**config.mk**
```make
export PLATFORM = sky130hd
export DESIGN_NAME = eight_channel_servo_pwm_flat
export DESIGN_NICKNAME = d
export VERILOG_FILES = /design/src/rtl/ecspwm_pkg.sv /design/src/rtl/ecspwm_cmd_if.sv /design/src/rtl/ecspwm_res_if.sv /design/src/rtl/ecspwm_rate.sv /design/src/rtl/ecspwm_core.sv /design/src/rtl/eight_channel_servo_pwm.sv /design/src/flat_wrapper.sv
export SDC_FILE = /design/constraint.sdc
export NUM_CORES = 1
export LEC_CHECK = 0
export BUFFER_PORTS_ARGS = -buffer_cell sky130_fd_sc_hd__buf_2
export CAP_MARGIN = 25
export CORE_ASPECT_RATIO = 1.5
export CORE_MARGIN = 3
export CORE_UTILIZATION = 45
export DETAILED_ROUTE_END_ITERATION = 6
export PLACE_DENSITY = 0.71
export SLEW_MARGIN = 10
export SYNTH_ARGS = -nofsm -noshare
export SYNTH_HDL_FRONTEND = slang
export SYNTH_SLANG_ARGS = --single-unit
```
**constraint.sdc**
```tcl
create_clock -name clk -period 4.24 [get_ports clk]
set_input_delay 0.636 -clock clk [delete_from_list [all_inputs] [get_ports clk]]
set_output_delay 0.636 -clock clk [all_outputs]
set_load 0.1 [all_outputs]
```
**src/rtl/ecspwm_pkg.sv**
```systemverilog
// ----------------------------------------------------------------------------
// ecspwm_pkg
// Shared types, constants and helpers for the eight-channel servo PWM block.
// ----------------------------------------------------------------------------
package ecspwm_pkg;

	// Channel grouping and field widths
	localparam int GROUPS       = 2;
	localparam int CH_PER_GROUP = 4;
	localparam int SLOTS        = 8;
	localparam int GROUP_W      = 1;
	localparam int RATE_W       = 9;
	localparam int COUNT_W      = 16;
	localparam int PRESCALE_W   = 7;
	localparam int INDEX_W      = 4;
	localparam int TICKS_W      = PRESCALE_W + 1;

	// Rate limits and the one-second dividend for the period calculation
	localparam logic [RATE_W-1:0] RATE_MIN   = 9'd16;
	localparam logic [RATE_W-1:0] RATE_MAX   = 9'd500;
	localparam logic [RATE_W-1:0] RATE_RESET = 9'd50;
	localparam int US_PER_SECOND = 1000000;
	localparam int DIV_BITS      = 20;
	localparam logic [DIV_BITS-1:0] DIVIDEND = DIV_BITS'(US_PER_SECOND);
	localparam logic [COUNT_W-1:0] LIMIT_RESET =
		COUNT_W'(US_PER_SECOND / int'(RATE_RESET) - 1);

	// Defaults for the top-level parameters
	localparam int DEF_NUM_CHANNELS  = 8;
	localparam int DEF_TICKS_PER_US  = 72;
	localparam int DEF_INITIAL_PULSE = 1500;

	// Item operation codes
	typedef enum logic {
		MODE_TICK = 1'b0,
		MODE_SET  = 1'b1
	} mode_t;

	// Configuration write as seen by the internal units
	typedef struct packed {
		logic                we;
		logic [GROUP_W-1:0]  index;
		logic [RATE_W-1:0]   data;
	} cfg_wr_t;

	// One input item
	typedef struct packed {
		mode_t               mode;
		logic [INDEX_W-1:0]  servo_index;
		logic [COUNT_W-1:0]  pulse_width;
	} item_t;

	// One result item
	typedef struct packed {
		logic [SLOTS-1:0]    pwm_levels;
		logic                group_a_wrap;
		logic                group_b_wrap;
	} result_t;

	// Period limit update from the rate unit
	typedef struct packed {
		logic                valid;
		logic [GROUP_W-1:0]  group;
		logic [COUNT_W-1:0]  limit;
	} limit_upd_t;

	// Saturate a requested rate into the supported range
	function automatic logic [RATE_W-1:0] clamp_rate(input logic [RATE_W-1:0] rate);
		logic [RATE_W-1:0] r;
		r = rate;
		if (r < RATE_MIN) r = RATE_MIN;
		if (r > RATE_MAX) r = RATE_MAX;
		return r;
	endfunction

endpackage

```
**src/rtl/ecspwm_cmd_if.sv**
```systemverilog
// ----------------------------------------------------------------------------
// ecspwm_cmd_if
// Valid/ready channel carrying one tick or set-position item.
// ----------------------------------------------------------------------------
interface ecspwm_cmd_if
	import ecspwm_pkg::*;
();

	logic                valid;
	logic                ready;
	logic                mode;
	logic [INDEX_W-1:0]  servo_index;
	logic [COUNT_W-1:0]  pulse_width;

	modport source (output valid, output mode, output servo_index, output pulse_width,
		input ready);
	modport sink (input valid, input mode, input servo_index, input pulse_width,
		output ready);
endinterface

```
**src/rtl/ecspwm_res_if.sv**
```systemverilog
// ----------------------------------------------------------------------------
// ecspwm_res_if
// Valid/ready channel carrying one result item (levels and wrap flags).
// ----------------------------------------------------------------------------
interface ecspwm_res_if
	import ecspwm_pkg::*;
();

	logic                valid;
	logic                ready;
	logic [SLOTS-1:0]    pwm_levels;
	logic                group_a_wrap;
	logic                group_b_wrap;

	modport source (output valid, output pwm_levels, output group_a_wrap,
		output group_b_wrap, input ready);
	modport sink (input valid, input pwm_levels, input group_a_wrap,
		input group_b_wrap, output ready);
endinterface

```
**src/rtl/ecspwm_rate.sv**
```systemverilog
// ----------------------------------------------------------------------------
// ecspwm_rate
// Turns a rate register write into a period limit: 1000000 / rate - 1,
// worked out by a restoring divider that retires one quotient bit a cycle.
// ----------------------------------------------------------------------------
module ecspwm_rate
	import ecspwm_pkg::*;
(
	input  logic        clk,
	input  logic        arst_n,
	input  cfg_wr_t     cfg,
	output logic        busy,
	output limit_upd_t  upd
);

	localparam int CNT_W = $clog2(DIV_BITS);

	logic [GROUPS-1:0]   pend_q;
	logic [RATE_W-1:0]   rate_q [GROUPS];
	logic                busy_q;
	logic [CNT_W-1:0]    cnt_q;
	logic [GROUP_W-1:0]  grp_q;
	logic [RATE_W-1:0]   div_q;
	logic [RATE_W-1:0]   rem_q;
	logic [COUNT_W-1:0]  quo_q;
	logic                upd_valid_q;
	logic [GROUP_W-1:0]  upd_grp_q;
	logic [COUNT_W-1:0]  upd_limit_q;

	logic                start;
	logic [GROUP_W-1:0]  start_grp;
	logic [GROUPS-1:0]   pend_nxt;
	logic [CNT_W-1:0]    bit_idx;
	logic                dbit;
	logic [RATE_W:0]     trial;
	logic                ge;
	logic [RATE_W-1:0]   rem_nxt;
	logic [COUNT_W-1:0]  quo_nxt;
	logic                last;

	// One restoring step: bring down the next dividend bit, subtract if it fits
	always_comb begin
		start     = !busy_q && (|pend_q);
		start_grp = pend_q[0] ? GROUP_W'(0) : GROUP_W'(1);
		bit_idx   = CNT_W'(DIV_BITS - 1) - cnt_q;
		dbit      = DIVIDEND[bit_idx];
		trial     = {rem_q, dbit};
		ge        = trial >= {1'b0, div_q};
		rem_nxt   = ge ? RATE_W'(trial - {1'b0, div_q}) : trial[RATE_W-1:0];
		quo_nxt   = {quo_q[COUNT_W-2:0], ge};
		last      = cnt_q == CNT_W'(DIV_BITS - 1);
	end

	// Track groups waiting for a division; a new write wins over a start
	always_comb begin
		pend_nxt = pend_q;
		if (start) pend_nxt[start_grp] = 1'b0;
		if (cfg.we) pend_nxt[cfg.index] = 1'b1;
	end

	// Hold the clamped rate of each group until its division starts
	always_ff @(posedge clk) begin
		if (cfg.we) begin
			rate_q[cfg.index] <= clamp_rate(cfg.data);
		end
	end

	// Register the pending groups
	always_ff @(posedge clk or negedge arst_n) begin
		if (!arst_n) begin
			pend_q <= '0;
		end else begin
			pend_q <= pend_nxt;
		end
	end

	// Sequence the divider
	always_ff @(posedge clk or negedge arst_n) begin
		if (!arst_n) begin
			busy_q      <= 1'b0;
			cnt_q       <= '0;
			upd_valid_q <= 1'b0;
		end else begin
			upd_valid_q <= busy_q && last;
			if (start) begin
				busy_q <= 1'b1;
				cnt_q  <= '0;
			end else if (busy_q) begin
				if (last) busy_q <= 1'b0;
				cnt_q <= cnt_q + CNT_W'(1);
			end
		end
	end

	// Advance remainder and quotient
	always_ff @(posedge clk) begin
		if (start) begin
			div_q <= rate_q[start_grp];
			grp_q <= start_grp;
			rem_q <= '0;
			quo_q <= '0;
		end else if (busy_q) begin
			rem_q <= rem_nxt;
			quo_q <= quo_nxt;
			if (last) begin
				upd_grp_q   <= grp_q;
				upd_limit_q <= quo_nxt - COUNT_W'(1);
			end
		end
	end

	assign busy      = busy_q || (|pend_q);
	assign upd.valid = upd_valid_q;
	assign upd.group = upd_grp_q;
	assign upd.limit = upd_limit_q;

endmodule

```
**src/rtl/ecspwm_core.sv**
```systemverilog
// ----------------------------------------------------------------------------
// ecspwm_core
// Time bases, compare registers and output levels; applies one item per cycle
// while fire is high and no rate write is in; the result is combinational.
// ----------------------------------------------------------------------------
module ecspwm_core
	import ecspwm_pkg::*;
#(
	parameter int NUM_CHANNELS  = DEF_NUM_CHANNELS,
	parameter int TICKS_PER_US  = DEF_TICKS_PER_US,
	parameter int INITIAL_PULSE = DEF_INITIAL_PULSE
) (
	input  logic        clk,
	input  logic        arst_n,
	input  cfg_wr_t     cfg,
	input  limit_upd_t  upd,
	input  logic        fire,
	input  item_t       item,
	output result_t     res
);

	localparam logic [TICKS_W-1:0]   TICKS = TICKS_W'(TICKS_PER_US);
	localparam logic [COUNT_W-1:0]   INIT  = COUNT_W'(INITIAL_PULSE);
	localparam logic [INDEX_W:0]     NCH   = (INDEX_W + 1)'(NUM_CHANNELS);

	logic [PRESCALE_W-1:0] prescale_q  [GROUPS];
	logic [COUNT_W-1:0]    period_q    [GROUPS];
	logic [COUNT_W-1:0]    limit_q     [GROUPS];
	logic [COUNT_W-1:0]    preload_q   [SLOTS];
	logic [COUNT_W-1:0]    active_q    [SLOTS];

	logic [PRESCALE_W-1:0] prescale_nxt [GROUPS];
	logic [COUNT_W-1:0]    period_nxt   [GROUPS];
	logic [COUNT_W-1:0]    active_nxt   [SLOTS];
	logic [GROUPS-1:0]     wrap;
	logic [SLOTS-1:0]      levels;
	logic                  tick;
	logic                  set_ok;

	// Advance both time bases on a tick item
	always_comb begin
		tick   = fire && (item.mode == MODE_TICK);
		set_ok = fire && (item.mode == MODE_SET) && ({1'b0, item.servo_index} < NCH);
		for (int g = 0; g < GROUPS; g++) begin
			prescale_nxt[g] = prescale_q[g];
			period_nxt[g]   = period_q[g];
			wrap[g]         = 1'b0;
			if (tick) begin
				if (({1'b0, prescale_q[g]} + TICKS_W'(1)) >= TICKS) begin
					prescale_nxt[g] = '0;
					if (period_q[g] >= limit_q[g]) begin
						period_nxt[g] = '0;
						wrap[g]       = 1'b1;
					end else begin
						period_nxt[g] = period_q[g] + COUNT_W'(1);
					end
				end else begin
					prescale_nxt[g] = prescale_q[g] + PRESCALE_W'(1);
				end
			end
		end
	end

	// Load preloads on wrap and compare against the new counter
	always_comb begin
		for (int c = 0; c < SLOTS; c++) begin
			active_nxt[c] = wrap[c / CH_PER_GROUP] ? preload_q[c] : active_q[c];
			levels[c]     = (c < NUM_CHANNELS) &&
				(period_nxt[c / CH_PER_GROUP] < active_nxt[c]);
		end
	end

	assign res.pwm_levels   = levels;
	assign res.group_a_wrap = wrap[0];
	assign res.group_b_wrap = wrap[1];

	// Update state: a rate write restarts its group, otherwise apply the item
	always_ff @(posedge clk or negedge arst_n) begin
		if (!arst_n) begin
			for (int g = 0; g < GROUPS; g++) begin
				prescale_q[g] <= '0;
				period_q[g]   <= '0;
				limit_q[g]    <= LIMIT_RESET;
			end
			for (int c = 0; c < SLOTS; c++) begin
				preload_q[c] <= INIT;
				active_q[c]  <= INIT;
			end
		end else begin
			if (upd.valid) limit_q[upd.group] <= upd.limit;
			if (cfg.we) begin
				prescale_q[cfg.index] <= '0;
				period_q[cfg.index]   <= '0;
				for (int c = 0; c < SLOTS; c++) begin
					if (GROUP_W'(c / CH_PER_GROUP) == cfg.index) active_q[c] <= preload_q[c];
				end
			end else if (fire) begin
				for (int g = 0; g < GROUPS; g++) begin
					prescale_q[g] <= prescale_nxt[g];
					period_q[g]   <= period_nxt[g];
				end
				for (int c = 0; c < SLOTS; c++) begin
					active_q[c] <= active_nxt[c];
				end
				if (set_ok) preload_q[item.servo_index[2:0]] <= item.pulse_width;
			end
		end
	end

endmodule

```
**src/rtl/eight_channel_servo_pwm.sv**
```systemverilog
// ----------------------------------------------------------------------------
// eight_channel_servo_pwm
// Eight RC servo PWM outputs in two groups of four, each group with its own
// 1 us time base and update rate.
// ----------------------------------------------------------------------------
// Usage:
//   cmd carries one item per handshake: a tick (mode 0) advances both time
//   bases by one clock, a set-position item (mode 1) writes the preload
//   compare of servo_index; indexes at or above NUM_CHANNELS are dropped.
//   res returns exactly one result per item: the eight output levels after
//   the item and the wrap flag of each group.
//   Items pass the input register, then the result register; one item
//   is accepted every cycle while res keeps up and no rate write is pending.
//   When res stalls, the result register holds and the input register
//   fills; cmd.ready drops only once both are occupied.
//   A rate register write restarts the group's counters and loads its
//   compares at once; its period is found by a 20-step bit-serial divider,
//   and cmd.ready stays low from the write until that division ends (two
//   writes back to back are done one after the other).
//   Reset clears both pipeline stages, sets both groups to 50 Hz and every
//   compare to INITIAL_PULSE.
// ----------------------------------------------------------------------------
module eight_channel_servo_pwm
	import ecspwm_pkg::*;
#(
	parameter int NUM_CHANNELS  = DEF_NUM_CHANNELS,
	parameter int TICKS_PER_US  = DEF_TICKS_PER_US,
	parameter int INITIAL_PULSE = DEF_INITIAL_PULSE
) (
	input  logic                clk,
	input  logic                arst_n,
	input  logic                cfg_we,
	input  logic [GROUP_W-1:0]  cfg_index,
	input  logic [RATE_W-1:0]   cfg_data,
	ecspwm_cmd_if.sink          cmd,
	ecspwm_res_if.source        res
);

	item_t       item_s1;
	logic        valid_s1;
	result_t     result_s2;
	logic        valid_s2;

	cfg_wr_t     cfg;
	limit_upd_t  upd;
	logic        rate_busy;
	logic        s1_fire;
	logic        accept;
	result_t     core_res;

	assign cfg.we    = cfg_we;
	assign cfg.index = cfg_index;
	assign cfg.data  = cfg_data;

	// Move the held item forward whenever the result register is free
	assign s1_fire   = valid_s1 && (!valid_s2 || res.ready);
	assign cmd.ready = (!valid_s1 || s1_fire) && !rate_busy && !cfg_we;
	assign accept    = cmd.valid && cmd.ready;

	ecspwm_rate u_rate (
		.clk    (clk),
		.arst_n (arst_n),
		.cfg    (cfg),
		.busy   (rate_busy),
		.upd    (upd)
	);

	ecspwm_core #(
		.NUM_CHANNELS  (NUM_CHANNELS),
		.TICKS_PER_US  (TICKS_PER_US),
		.INITIAL_PULSE (INITIAL_PULSE)
	) u_core (
		.clk    (clk),
		.arst_n (arst_n),
		.cfg    (cfg),
		.upd    (upd),
		.fire   (s1_fire),
		.item   (item_s1),
		.res    (core_res)
	);

	// Pipeline valid flags
	always_ff @(posedge clk or negedge arst_n) begin
		if (!arst_n) begin
			valid_s1 <= 1'b0;
			valid_s2 <= 1'b0;
		end else begin
			if (accept) valid_s1 <= 1'b1;
			else if (s1_fire) valid_s1 <= 1'b0;
			if (s1_fire) valid_s2 <= 1'b1;
			else if (res.ready) valid_s2 <= 1'b0;
		end
	end

	// Capture the item and its result
	always_ff @(posedge clk) begin
		if (accept) begin
			item_s1.mode        <= mode_t'(cmd.mode);
			item_s1.servo_index <= cmd.servo_index;
			item_s1.pulse_width <= cmd.pulse_width;
		end
		if (s1_fire) result_s2 <= core_res;
	end

	assign res.valid        = valid_s2;
	assign res.pwm_levels   = result_s2.pwm_levels;
	assign res.group_a_wrap = result_s2.group_a_wrap;
	assign res.group_b_wrap = result_s2.group_b_wrap;

`ifndef ASSERT_OFF
	// A result appears only from an item leaving the input register
	a_result_source: assert property (@(posedge clk) disable iff (!arst_n)
		$rose(valid_s2) |-> $past(s1_fire))
		else $error("result appeared without an item");

	// No item enters while a period is being worked out
	a_no_accept_busy: assert property (@(posedge clk) disable iff (!arst_n)
		accept |-> !rate_busy)
		else $error("item accepted during period calculation");

	// A set-position item never reports a wrap
	a_set_no_wrap: assert property (@(posedge clk) disable iff (!arst_n)
		(s1_fire && (item_s1.mode == MODE_SET)) |=>
		(!result_s2.group_a_wrap && !result_s2.group_b_wrap))
		else $error("wrap flagged on a set-position item");
`endif

endmodule
```
**src/flat_wrapper.sv**
```systemverilog
// flat-port wrapper written by rule: the top's interface ports become plain ports
module eight_channel_servo_pwm_flat import ecspwm_pkg::*;
#(
	parameter int NUM_CHANNELS  = DEF_NUM_CHANNELS,
	parameter int TICKS_PER_US  = DEF_TICKS_PER_US,
	parameter int INITIAL_PULSE = DEF_INITIAL_PULSE
)
  (clk, arst_n, cfg_we, cfg_index, cfg_data, cmd_valid, cmd_mode, cmd_servo_index, cmd_pulse_width, cmd_ready, res_valid, res_pwm_levels, res_group_a_wrap, res_group_b_wrap, res_ready);
  ecspwm_cmd_if cmd_i ();
  ecspwm_res_if res_i ();
  input  logic clk;
  input  logic arst_n;
  input  logic cfg_we;
  input  logic [GROUP_W-1:0] cfg_index;
  input  logic [RATE_W-1:0] cfg_data;
  input wire logic [$bits(cmd_i.valid)-1:0] cmd_valid;
  input wire logic [$bits(cmd_i.mode)-1:0] cmd_mode;
  input wire logic [$bits(cmd_i.servo_index)-1:0] cmd_servo_index;
  input wire logic [$bits(cmd_i.pulse_width)-1:0] cmd_pulse_width;
  output wire logic [$bits(cmd_i.ready)-1:0] cmd_ready;
  output wire logic [$bits(res_i.valid)-1:0] res_valid;
  output wire logic [$bits(res_i.pwm_levels)-1:0] res_pwm_levels;
  output wire logic [$bits(res_i.group_a_wrap)-1:0] res_group_a_wrap;
  output wire logic [$bits(res_i.group_b_wrap)-1:0] res_group_b_wrap;
  input wire logic [$bits(res_i.ready)-1:0] res_ready;
  assign cmd_i.valid = cmd_valid;
  assign cmd_i.mode = cmd_mode;
  assign cmd_i.servo_index = cmd_servo_index;
  assign cmd_i.pulse_width = cmd_pulse_width;
  assign cmd_ready = cmd_i.ready;
  assign res_valid = res_i.valid;
  assign res_pwm_levels = res_i.pwm_levels;
  assign res_group_a_wrap = res_i.group_a_wrap;
  assign res_group_b_wrap = res_i.group_b_wrap;
  assign res_i.ready = res_ready;
  eight_channel_servo_pwm #(.NUM_CHANNELS(NUM_CHANNELS), .TICKS_PER_US(TICKS_PER_US), .INITIAL_PULSE(INITIAL_PULSE)) u_core (.clk(clk), .arst_n(arst_n), .cfg_we(cfg_we), .cfg_index(cfg_index), .cfg_data(cfg_data), .cmd(cmd_i), .res(res_i));
endmodule
```
; ---- Word level (Yosys, flattened, before mapping)
; Memory sizes are Yosys's and may differ from the RTL's. A register that Yosys moved wholly into a read port is not among the register bits.
; Index checks and enable logic that the tools add are counted.
[op_classes]
n_addsub = 10
magnitude_cmp = 27
eq_ne = 3
muxes = 72
n_bitwise = 13
n_reduce_logical = 33
[op_table]
columns = op, n
row1 = $mux W16, 25
row2 = $mux W128, 2
row3 = $bwmux W128, 1
row4 = $lt A16 B16 Y1, 8
row5 = $mux W32, 2
row6 = $demux W16 S3, 1
row7 = $mux W9, 5
row8 = $mux W7, 5
row9 = $add A16 B1 Y16 const B, 2
row10 = $and A32 B32 Y32, 1
row11 = $bwmux W32, 1
row12 = $demux W16 S1, 2
row13 = $ge A16 B16 Y1, 2
row14 = $not A32 Y32, 1
row15 = $mux W14, 2
row16 = $mux W1, 19
row17 = $add A7 B1 Y8 const B, 2
row18 = $ge A8 B7 Y1 const B, 2
row19 = $sub A16 B1 Y16 const B, 1
row20 = $add A7 B1 Y7 const B, 2
row21 = $and A14 B14 Y14, 1
row22 = $logic_and A1 B1 Y1, 14
row23 = $not A14 Y14, 1
row24 = $ge A10 B9 Y1, 1
row25 = 32 further kinds, 55
[totals]
regBits = 418
mem_bits_rw = 18
romBits = 32
elab_cells = 199
memories = 2
[memory_table]
columns = memory, depth, word_bits, read_ports, rd_ports_with_merged_regs, wr, line_no
row1 = (name not given), 32, 1, 1, 0, 0, ecspwm_rate.sv:46  ; dbit = DIVIDEND[bit_idx];
row2 = u_core.u_rate.rate_q, 2, 9, 1, 1, 1, ecspwm_rate.sv:19  ; logic [RATE_W-1:0] rate_q [GROUPS];

; ---- Depth between registers and ports, before layout
; Gate-level depths: netlist of the first run.
[logic_depth]
ltp_word = 10
ltp_mapped = 20

; ---- By module
; From an unflattened synthesis of the first run, not the netlist that was laid out.
[unflattened]
cells_unflattened = 1945
hier_area_um2 = 23518.8
[by_module_without_submodules]
columns = module, instances, cells_each, area_each_um2, seq_area_each_um2
row1 = ecspwm_core, 1, 1579, 18725.5, 8520.7
row2 = ecspwm_rate, 1, 325, 3758.6, 2057.0
row3 = eight_channel_servo_pwm, 1, 41, 1034.7, 980.9

; ---- Worst setup path after synthesis of the first run
; No wires, ideal clock.
[synth_path]
path_kind = register to register
from = register u_core.valid_s2, in the netlist u_core.res.valid
to = register u_core.result_s2 (netlist bit u_core.res.pwm_levels[4]), data pin
setup_time_ns = 0.160
arrival_time_ns = 4.008
required_ns = 4.080
setup_slack_ns = 0.072
path_stages_with_launch = 18
path_buffers = 3
path_cell_list = dfrtp_1 -> nor2b_1 -> or3_1 -> clkbuf_1 -> nor3_2 -> nand2_1 -> inv_2 -> buf_2 -> buf_2 -> mux2i_1 -> ha_1 -> a21o_1 -> a21o_1 -> a21oi_1 -> nor2_1 -> a2111oi_0 -> o21ai_0 -> a41oi_1
[synth_rtl]
columns = element, line_no
row1 = start: declaration, eight_channel_servo_pwm.sv:42  ; logic valid_s2;
row2 = start signal: assignment, eight_channel_servo_pwm.sv:86  ; valid_s2 <= 1'b0;
row3 = start signal: assignment, eight_channel_servo_pwm.sv:90  ; if (s1_fire) valid_s2 <= 1'b1;
row4 = start signal: assignment, eight_channel_servo_pwm.sv:91  ; else if (res.ready) valid_s2 <= 1'b0;
row5 = end signal: assignment, eight_channel_servo_pwm.sv:102  ; if (s1_fire) result_s2 <= core_res;
row6 = end: declaration, eight_channel_servo_pwm.sv:41  ; result_t result_s2;

==> summary.txt, run 1 <==
Outcome
  • Outcome: finished clean

Final layout
  • Fillers: 4532
  • Layout Cells excl Fill: 2924
  • Layout cells sized above 1: 25.6%
  • Diode count: 0
  • Synthesis-to-finish area growth: 13.7%
  • Sequential Area: 0.0116 mm^2
  • Final instance area: 0.0271 mm^2
  • Fin nets: 2421
  • Multi-input combinational cell area: 0.0117 mm^2

Worst setup path
  • Crit Path Category: reg -> reg
  • Cell mode on critical path: nand2_1
  • Critical Path AT: 4.44 ns
  • CP max stage delay: 0.53 ns
  • Worst Setup Start Kind: flip-flop
  • CP Max Fanout: 16
  • Data required, critical path: 4.54 ns
  • Crit path cell chain: inv_1, ha_1, and4_1, nand2_1, or4_1, o211ai_1, nand2_1, buf_4, nand3_1, o31ai_1, buf_4, ha_1, nand4_1, or2_2, nor3_1, nand2_1, a221oi_1, a21oi_1
  • Reg2reg path depth: 18
  • Crit-path slowest cell: dfstp_2
  • Crit. End Element: flip-flop

Pwr
  • Clk pwr share: 41.7%
  • Cell Int Power: 7.15 mW
  • Worst VDD drop: 0.303 mV
  • Part of the power in registers: 49.4%
  • Static leakage: 12.1 nW
  • P_sw: 2.29 mW
  • Sw Share: 24.3%
  • Gate power share: 9.0%
  • PwrDens: 348 mW/mm^2

Floorplanning
  • Initial Util: 45.8%
  • Die X: 194 um
  • Std cell rows: 102
  • DIE AREA: 0.0559 mm^2
  • Core Footprint: 0.0521 mm^2
  • I/O pin cnt: 48
  • Overall die height: 288 um

Drt
  • Iter 0 DRT Violations: 1158
  • Total wire length: 61600 um
  • Per-cell routed wire length: 21.1 um
  • Vias: 17500
  • Via density: 5.97
  • 1st-pass router iterations: 5
  • # DRC: 0
  • Routed Antenna Nets: 0

Timing
  • Hold Fails Final Rpt: 0
  • Pins Over Slew Limit: 0
  • Final setup fails: 0
  • Final WS setup: 0.101 ns
  • Final Critical Period: 4.14 ns
  • Fmax: 0.242 GHz
  • Worst relative slew slack: 31.7%
  • Least-Margin Pin Slew: 1.02 ns
  • RSZ-0062 raised after global routing: true
  • Tcrit/Tclk final: 97.6%
  • Fin Clk Skew: 0.0439 ns
  • Worst hold slack: 0.235 ns

Clock network
  • Root Buffer: clkbuf_16
  • CTS tree: done
  • # H-tree levels: 2
  • Worst skew pair latency: 0.58 ns
  • CTS Buf Count: 44
  • Clk pin slew, worst setup/hold paths: 0.06 ns
  • Clock Path Buffers: 3
  • Clock sink count: 445

Min path
  • HP Class: in -> reg
  • Worst Hold Depth: 1

Logic synthesis
  • Top post-synthesis cells by area: dfrtp_1 (23%), dfstp_2 (14%), edfxtp_1 (9.6%), ha_1 (9.0%), mux2_2 (8.1%)
  • Area of the mapped netlist: 0.0239 mm^2
  • Post-synthesis sequential area ratio: 48.4%
  • Syn nets: 2316
  • Syn_area_per_cell: 11.3 um^2
  • Synth area leader: dfrtp_1
  • Number of synthesized flops with an enable pin: 76
  • Synth Instances: 2107
  • Synth Register Bits: 445
  • Synth Warn #: 0
  • Share of the synthesized area in the top cell type: 22.6%
  • Top_reg_cell synth: dfrtp_1
  • Async S/R FF share, synth: 77.5%
  • Unique masters post-synth: 72

Global route
  • Largest net degree at the start of global routing: 181
  • Tot GR Track Use: 21.6%
  • Vias in the first global route: 18000
  • Initial antenna violation count: 1
  • GRT overflow: 0
  • First-pass GRT wire length: 97600 um

Placement
  • Port Buffers: 47
  • RD Place Congestion: 0.889
  • Inst Count DP: 2825
  • DPL Wire Length: 43200 um
  • DP Worst Slack: -0.0784 ns
  • Placed instance area: 0.0254 mm^2

Run
  • Max Cap Violations: 0
final cells by class:
cell class                 instances  area share (%)
sequential                       445            42.6
clock buffer                      60            4.51
timing repair buffer             159            4.64
clock inverter                    22           0.835
inverter                          86            1.23
tap                              676            3.12
multi-input combinational       1476            43.1
flip-flops by register name, summed over array words and instances (netlist names), 2 cells and up:
name and flops:
u_core.item_s1 21, u_core.res.pwm_levels 8, u_core.u_core.active_q 128, u_core.u_core.limit_q 32, u_core.u_core.period_q 32, u_core.u_core.preload_q 128
u_core.u_core.prescale_q 14, u_core.u_rate.cnt_q 5, u_core.u_rate.div_q 9, u_core.u_rate.pend_q 2, u_core.u_rate.quo_q 15, u_core.u_rate.rate_q 18
u_core.u_rate.rem_q 9, u_core.u_rate.upd_limit_q 16
final timing paths:
check,startpoint,endpoint,slack (ns)
hold / removal,cmd_pulse_width[8],u_core.item_s1[8],0.24
hold reg to reg,u_core.u_rate.grp_q,u_core.u_rate.upd_grp_q,0.44
max in group asynchronous,arst_n,u_core.u_core.active_q[25],2.32
setup reg to reg,u_core.u_core.limit_q[11],u_core.res.pwm_levels[6],0.10
setup / recovery,u_core.u_core.limit_q[11],u_core.res.pwm_levels[6],0.10
min in group asynchronous,arst_n,u_core.u_core.period_q[22],0.57
power groups by stage:
stage                     Combinational (mW)  Sequential (mW)  Clock (mW)
after floorplan                        0.578             4.70           0
after global routing                   0.954             4.68        4.19
after detailed placement               0.844             4.73           0
final                                  0.846             4.66        3.93
after CTS                              0.847             4.66        4.00
after global placement                 0.801             4.72           0
metrics by stage:
step                setup TNS, ns  total power, mW  utilization (%)
floorplan                       0             5.28                -
global placement          -0.0253             5.52             48.7
detailed placement        -0.0849             5.58             48.7
CTS                             0             9.51             51.5
global route               -0.278             9.82             52.1
finish                          0             9.44             52.1
synthesized netlist by cell type (all sizes together) (66+ instances only):
| cell | instances |
|---|---|
| mux2 | 229 |
| dfrtp | 215 |
| ha | 172 |
| mux2i | 132 |
| dfstp | 130 |
| nor2 | 125 |
| o21ai | 106 |
| nand2 | 101 |
| inv | 86 |
| nor3 | 79 |
| edfxtp | 76 |
| clkbuf | 66 |
critical path, delay by kind of cell (launching register included):
family / cells / cell delay, ns
and+or+nand+nor: 9 / 1.71
adders and majority gates: 2 / 0.59
AOI/OAI and AO/OA: 4 / 0.57
DFF: 1 / 0.53
buffers and inverters: 3 / 0.47
what timing repair did:
action | in CTS | in global routing
hold buffers | 1 | 0
gates resized for setup | 0 | 35
endpoints found under the setup margin | 0 | 8
endpoints found under the hold margin | 15 | 0
buffers inserted | 0 | 12
logic make-up after synthesis:
| family | synth area share (%) |
|---|---|
| AOI/OAI and AO/OA | 11.5 |
| xor gates and xnor gates | 1.25 |
| adders and majority gates | 9.10 |
| buffers and inverters | 3.18 |
| DFF | 48.4 |
| muxes | 16.3 |
| and+or+nand+nor | 10.1 |
metal layers:
metal / track usage [%] / wire (um) / vias to the layer above
met3: 2.31 / 2350 / 160
li1: - / - / 8044
met4: 9.56 / 2820 / 0
met5: 0 / 0 / -
met1: 25.6 / 24500 / 8774
met2: 39.4 / 31900 / 486
layout by cell type, fill, tap and decap left out, types with 40 or more instances in the layout:
master     netlist  routed
nor2_1         124     118
mux2_2         171     171
nor3_1          75      73
edfxtp_1        76      76
buf_4            8      96
mux2i_1        132     127
dfrtp_1        215     215
o21ai_0        105     104
mux2_1          58      58
inv_1           84      84
dfstp_2        130     130
o22ai_1         54      54
ha_1           172     171
a211oi_1        60      60
a21oi_1         62      61
buf_2           23      46
nand2_1        101      99
nand3_1         41      41
clkbuf_16        0      46
nand4_1         40      40
(Power assumes the default switching activity.)
==> inputs of run 2 (changes only) <==
PLACE_DENSITY = 0.68   (was 0.71)
clock period = 5.35 ns   (was 4.24 ns; I/O delays follow)
==> summary.txt, run 2 (synthesized netlist as in run 1, its figures left out) <==
Clock network
  • Clk pin slew, worst setup/hold paths: 0.07 ns (about the same)
  • # H-tree levels: 2 (unchanged)
  • Post-CTS setup buffer count: 0 (unchanged)
  • Clock Path Buffers: 3 (unchanged)
  • Post-CTS Hold Fix Bufs: 0 (-1)
  • Clock sink count: 445 (unchanged)
  • CTS Buf Count: 45 (+2.3%)
  • Root Buffer: clkbuf_16
  • Worst skew pair latency: 0.57 ns (about the same)
  • PostCTS Resize Cnt: 0 (unchanged)
  • CTS tree: done

Run
  • Max Cap Violations: 0 (unchanged)

Placement
  • DP Worst Slack: 0.686 ns (+0.764 ns)
  • RD Place Congestion: 0.905 (+1.8%)
  • Port Buffers: 47 (unchanged)
  • DPL Wire Length: 42200 um (-2.4%)

Floorplanning
  • Die X: 194 um (unchanged)
  • Core Footprint: 0.0521 mm^2 (unchanged)
  • Initial Util: 45.8% (unchanged)
  • DIE AREA: 0.0559 mm^2 (unchanged)
  • I/O pin cnt: 48 (unchanged)
  • Std cell rows: 102 (unchanged)
  • Overall die height: 288 um (unchanged)

Final layout
  • Largest regs: u_core.u_core.active_q: 128 flops, u_core.u_core.preload_q: 128 flops
  • Diode count: 0 (unchanged)
  • Commonest non-fill, non-tap cell in the layout: dfrtp_1
  • Layout cells sized above 1: 22.6% (-3.0 points)
  • Most frequent cells in the layout: dfrtp_1 (215), ha_1 (172), mux2_2 (171), mux2i_1 (132), dfstp_2 (130)
  • Fin nets: 2360 (-2.5%)
  • Fillers: 4605 (+1.6%)
  • Synthesis-to-finish area growth: 10.6%

Worst setup path
  • FF-to-FF setup slack: 0.54 ns (+0.44 ns)
  • Crit path cell chain: ha_1, nand4_1, a2111oi_2, o22ai_2, nor2_2, o21ai_2, clkinv_2, buf_12, nor2_1, ha_1, nand4_1, nor2_1, nand3_1, o21ai_0, a211oi_1, o21ai_0, a21oi_1
  • CP Max Fanout: 49 (+33)
  • CP max stage delay: 0.51 ns (-0.02 ns)
  • Critical Path AT: 5.18 ns (+0.74 ns)
  • Crit Path Category: reg -> reg
  • Worst Setup Start Kind: flip-flop
  • Crit. End Element: flip-flop
  • Data required, critical path: 5.72 ns (+1.18 ns)
  • Crit-path slowest cell: a2111oi_2

Drt
  • # DRC: 0 (unchanged)
  • Total wire length: 60100 um (-2.4%)
  • Routed Antenna Nets: 0 (unchanged)
  • Iter 0 DRT Violations: 884 (-24%)
  • 1st-pass router iterations: 5 (unchanged)
  • Per-cell routed wire length: 21.0 um (-0.40%)
  • Met3 WL: 2070 um (-12%)
  • Vias: 16900 (-3.1%)
  • Met1 Routed Length: 24600 um (+0.31%)
  • Highest routed metal layer: met4
  • Met2 wire length: 31100 um (-2.6%)
  • Via density: 5.91 (-1.1%)

Timing
  • Final WS setup: 0.543 ns (+0.442 ns)
  • Sum Neg Setup Slack: 0 ns (unchanged)
  • Worst relative slew slack: 32.7% (+0.99 points)
  • Fin Clk Skew: 0.0251 ns (-0.0189 ns)
  • Least-Margin Pin Slew: 1.01 ns (-0.0185 ns)
  • RSZ-0062 raised after global routing: false
  • Fmax: 0.208 GHz (-14%)
  • Tcrit/Tclk final: 89.9% (-7.8 points)
  • Final setup fails: 0 (unchanged)
  • Pins Over Slew Limit: 0 (unchanged)
  • Hold Fails Final Rpt: 0 (unchanged)
  • Final Critical Period: 4.81 ns (+0.668 ns)

Global route
  • Vias in the first global route: 17500 (-2.6%)
  • First-pass GRT wire length: 96400 um (-1.2%)
  • Initial antenna violation count: 2 (+1)
  • Largest net degree at the start of global routing: 143 (-21%)
  • GRT overflow: 0 (unchanged)
  • Tot GR Track Use: 21.4% (-0.18 points)

Pwr
  • PwrDens: 281 mW/mm^2 (-19%)
  • Worst VDD drop: 0.214 mV (-30%)
  • Static leakage: 11.7 nW (-3.2%)

Min path
  • HP Class: in -> async

Outcome
  • Outcome: finished clean
==> run 2: changes by cell type in the layout (fill, tap and decap cells not counted), sizes merged <==
| cell | previous run | this run |
|---|---|---|
| clkdlybuf4s15 | 1 | 0 |
| buf | 155 | 97 |
| dlygate4sd3 | 1 | 0 |
| clkbuf | 62 | 65 |
| bufinv | 3 | 1 |
| clkinvlp | 4 | 2 |
| inv | 87 | 88 |
==> run 2: final cells by class <==
| type | count | area (um^2) | share of cell area, % |
|---|---|---|---|
| Sequential cell | 445 | 11600 | 43.8 |
| Multi-Input combinational cell | 1476 | 11600 | 43.8 |
| Timing Repair Buffer | 97 | 683 | 2.59 |
| Clock inverter | 19 | 143 | 0.541 |
| Inverter | 86 | 327 | 1.24 |
| Tap cell | 676 | 846 | 3.21 |
| Clock buffer | 65 | 1260 | 4.77 |
==> run 2: worst paths after layout <==
| kind | endpoint | depth (start not counted) | startpoint |
|---|---|---|---|
| setup reg to reg | u_core.res.pwm_levels[0] | 17 | u_core.u_core.prescale_q[7] |
| max in group asynchronous | u_core.u_core.period_q[7] | 2 | arst_n |
| setup / recovery | u_core.res.pwm_levels[0] | 17 | u_core.u_core.prescale_q[7] |
| min in group clk | u_core.item_s1[16] | 1 | cmd_servo_index[0] |
| hold reg to reg | u_core.u_rate.upd_grp_q | 0 | u_core.u_rate.grp_q |
| hold / removal | u_core.u_rate.cnt_q[4] | 1 | arst_n |
==> run 2: layer usage <==
layer  vias to the layer above  GRT usage, %
met5                         -             0
met4                         0          8.35
met3                       134          2.08
met2                       370          39.4
met1                      8500          25.7
li1                       7918             -
==> run 2: through the flow <==
step	hold WS [ns]	power, mW	cells	cell area, um^2	util, %
after floorplan	0.400	4.19	2107	23900	-
after global placement	0.417	4.38	2776	24900	47.9
after detailed placement	0.412	4.41	2777	24900	47.9
after CTS	0.162	7.48	2861	26300	50.6
after global routing	0.184	7.71	2864	26400	50.7
final	0.157	7.41	2864	26400	50.7
==> run 2: critical path: cells and delay by family (launching register included) <==
family,cells,cell delay (ns)
buffers and inverters,2,0.72
and+or+nand+nor,6,1.20
adders and majority gates,2,0.64
DFF,1,0.43
AOI/OAI and AO/OA,7,1.60
==> run 2: power breakdown <==
group	switching (mW)	internal, mW	total (mW)
Combinational	0.384	0.271	0.655
Clock	1.36	1.70	3.06
Sequential	0.0732	3.62	3.69
==> inputs of run 3 (changes only) <==
CORE_ASPECT_RATIO = default   (was 1.5)
==> summary.txt, run 3 (synthesized netlist as in run 1, its figures left out) <==
Drt
  • Total wire length: 58900 um (-2.1%)
  • Via density: 5.92 (+0.26%)
  • Routed Antenna Nets: 0 (unchanged)
  • Vias: 17000 (+0.58%)
  • Per-cell routed wire length: 20.5 um (-2.4%)
  • # DRC: 0 (unchanged)
  • Iter 0 DRT Violations: 1300 (+47%)
  • 1st-pass router iterations: 5 (unchanged)

Final layout
  • Layout cells sized above 1: 22.6% (+0.040 points)
  • Fillers: 4530 (-1.6%)
  • Diode count: 0 (unchanged)
  • Synthesis-to-finish area growth: 11.7%
  • Fin nets: 2361 (+0.042%)
  • Most frequent cells in the layout: dfrtp_1 (215), ha_1 (172), mux2_2 (171), mux2i_1 (132), dfstp_2 (130)
  • Layout Cells excl Fill: 2873 (+0.31%)
  • Commonest non-fill, non-tap cell in the layout: dfrtp_1
  • Largest regs: u_core.u_core.active_q: 128 flops, u_core.u_core.preload_q: 128 flops

Floorplanning
  • I/O pin cnt: 48 (unchanged)
  • Std cell rows: 83 (-19%)
  • Core Footprint: 0.0519 mm^2 (-0.28%)
  • DIE AREA: 0.0558 mm^2 (-0.10%)
  • Die X: 236 um (+22%)
  • Overall die height: 236 um (-18%)
  • Initial Util: 45.9% (+0.13 points)

Global route
  • First-pass GRT wire length: 94400 um (-2.1%)
  • Largest net degree at the start of global routing: 128 (-10%)
  • GRT overflow: 0 (unchanged)
  • Initial antenna violation count: 1 (-1)
  • Tot GR Track Use: 20.9% (-0.43 points)
  • Vias in the first global route: 16900 (-3.6%)

Timing
  • Least-Margin Pin Slew: 1.04 ns (+0.0361 ns)
  • RSZ-0062 raised after global routing: false
  • Sum Neg Setup Slack: 0 ns (unchanged)
  • Pins Over Slew Limit: 0 (unchanged)
  • Fmax: 0.204 GHz (-1.7%)
  • Fin Clk Skew: 0.0245 ns (-0.000559 ns)
  • Worst relative slew slack: 29.8% (-2.9 points)
  • Tcrit/Tclk final: 91.4% (+1.6 points)
  • Final Critical Period: 4.89 ns (+0.0849 ns)
  • Final setup fails: 0 (unchanged)
  • Hold Fails Final Rpt: 0 (unchanged)

Placement
  • Port Buffers: 47 (unchanged)
  • DPL Wire Length: 40400 um (-4.3%)
  • Inst Count DP: 2780 (+0.11%)
  • RD Place Congestion: 0.884 (-2.3%)

Pwr
  • Sw Share: 23.9% (-0.63 points)
  • P_sw: 1.88 mW (+3.5%)
  • Clk pwr share: 44.7% (+3.4 points)
  • Static leakage: 11.8 nW (+0.92%)
  • Worst VDD drop: 0.277 mV (+30%)
  • Gate power share: 8.4% (-0.4 points)
  • Cell Int Power: 5.99 mW (+7.1%)
  • PwrDens: 295 mW/mm^2 (+5.2%)
  • Part of the power in registers: 46.9% (-3.0 points)

Worst setup path
  • Worst Setup Start Kind: flip-flop
  • Critical Path AT: 5.35 ns (+0.17 ns)
  • Reg2reg path depth: 16 (-1)
  • CP Max Fanout: 50 (+2.0%)
  • Data required, critical path: 5.81 ns (+0.09 ns)
  • Crit. End Element: flip-flop
  • Crit Path Category: reg -> reg

Clock network
  • CTS Buf Count: 49 (+8.9%)
  • CTS tree: done
  • # H-tree levels: 2 (unchanged)
  • Clock Path Buffers: 3 (unchanged)
  • Clk pin slew, worst setup/hold paths: 0.06 ns (about the same)
  • Post-CTS setup buffer count: 0 (unchanged)
  • Clock sink count: 445 (unchanged)
  • Worst skew pair latency: 0.60 ns (+0.03 ns)
  • Root Buffer: clkbuf_16
  • PostCTS Resize Cnt: 0 (unchanged)
  • Post-CTS Hold Fix Bufs: 0 (unchanged)

Min path
  • HP Class: in -> async

Run
  • Max Cap Violations: 0 (unchanged)

Outcome
  • Outcome: finished clean
[run 3: changes by cell type in the layout (fill, tap and decap cells not counted), moves of 2 or more]
cell	previous run	this run
bufinv_16	1	8
clkinv_1	4	9
buf_12	3	7
buf_4	44	40
clkbuf_16	45	49
clkbuf_8	5	1
buf_2	47	45
clkbuf_1	13	11
clkbuf_4	2	0
clkinv_8	0	2
[run 3: final cells by class]
type                    instances  area [um^2]  share of cell area, %
clock buffers                  61         1280                   4.81
multi-input cells            1476        11600                   43.4
flip-flops and latches        445        11600                   43.4
well taps                     680          851                   3.19
repair buffers                 94          686                   2.57
inverters                      86          327                   1.23
clock inverters                31          373                   1.40
[run 3: per-layer routing]
layer | global-route usage [%] | wire length [um] | up-vias
met5 | 0 | 0 | -
met1 | 30.1 | 27400 | 8564
met4 | 6.27 | 1730 | 0
met3 | 3.07 | 2860 | 95
li1 | - | - | 7919
met2 | 32.9 | 26900 | 442
[run 3: power groups by stage]
| stage | clock (mW) | combinational, mW | sequential, mW |
|---|---|---|---|
| after floorplan | 0 | 0.458 | 3.73 |
| after global placement | 0 | 0.631 | 3.75 |
| after detailed placement | 0 | 0.666 | 3.75 |
| after CTS | 3.58 | 0.668 | 3.69 |
| after global routing | 3.73 | 0.751 | 3.71 |
| final | 3.52 | 0.660 | 3.69 |
[run 3: worst max-delay path, cell delays in order, from the launching register on]
cell	delay (ns)
dfrtp_1	0.42
ha_1	0.28
nand4_1	0.18
a2111oi_2	0.51
o22ai_2	0.23
nor2_2	0.54
o21ai_2	0.19
clkinv_2	0.20
buf_12	0.32
mux2i_1	0.28
ha_1	0.28
nand4_1	0.15
nor2_1	0.06
a2111oi_0	0.62
nor3_1	0.09
nor3_1	0.17
o21a_1	0.17
[run 3: worst paths after layout]
check / from / to / slack, ns
min in group clk: cmd_pulse_width[0] / u_core.item_s1[0] / 0.38
hold reg to reg: u_core.u_rate.grp_q / u_core.u_rate.upd_grp_q / 0.42
setup / recovery: u_core.u_core.prescale_q[7] / u_core.res.pwm_levels[2] / 0.46
max in group asynchronous: arst_n / u_core.u_core.active_q[124] / 4.01
hold / removal: arst_n / u_core.u_core.prescale_q[3] / 0.18
setup reg to reg: u_core.u_core.prescale_q[7] / u_core.res.pwm_levels[2] / 0.46
[run 3: through the flow]
step | setup slack, ns | hold WS [ns] | power, mW | cell area (um^2) | utilization, %
final | 0.458 | 0.179 | 7.87 | 26600 | 51.3
after global routing | 0.0979 | 0.214 | 8.19 | 26600 | 51.3
after CTS | 0.600 | 0.179 | 7.94 | 26600 | 51.3
after detailed placement | 0.628 | 0.407 | 4.42 | 25000 | 48.1
after global placement | 0.731 | 0.434 | 4.38 | 25000 | 48.1
after floorplan | 1.18 | 0.400 | 4.19 | 23900 | -
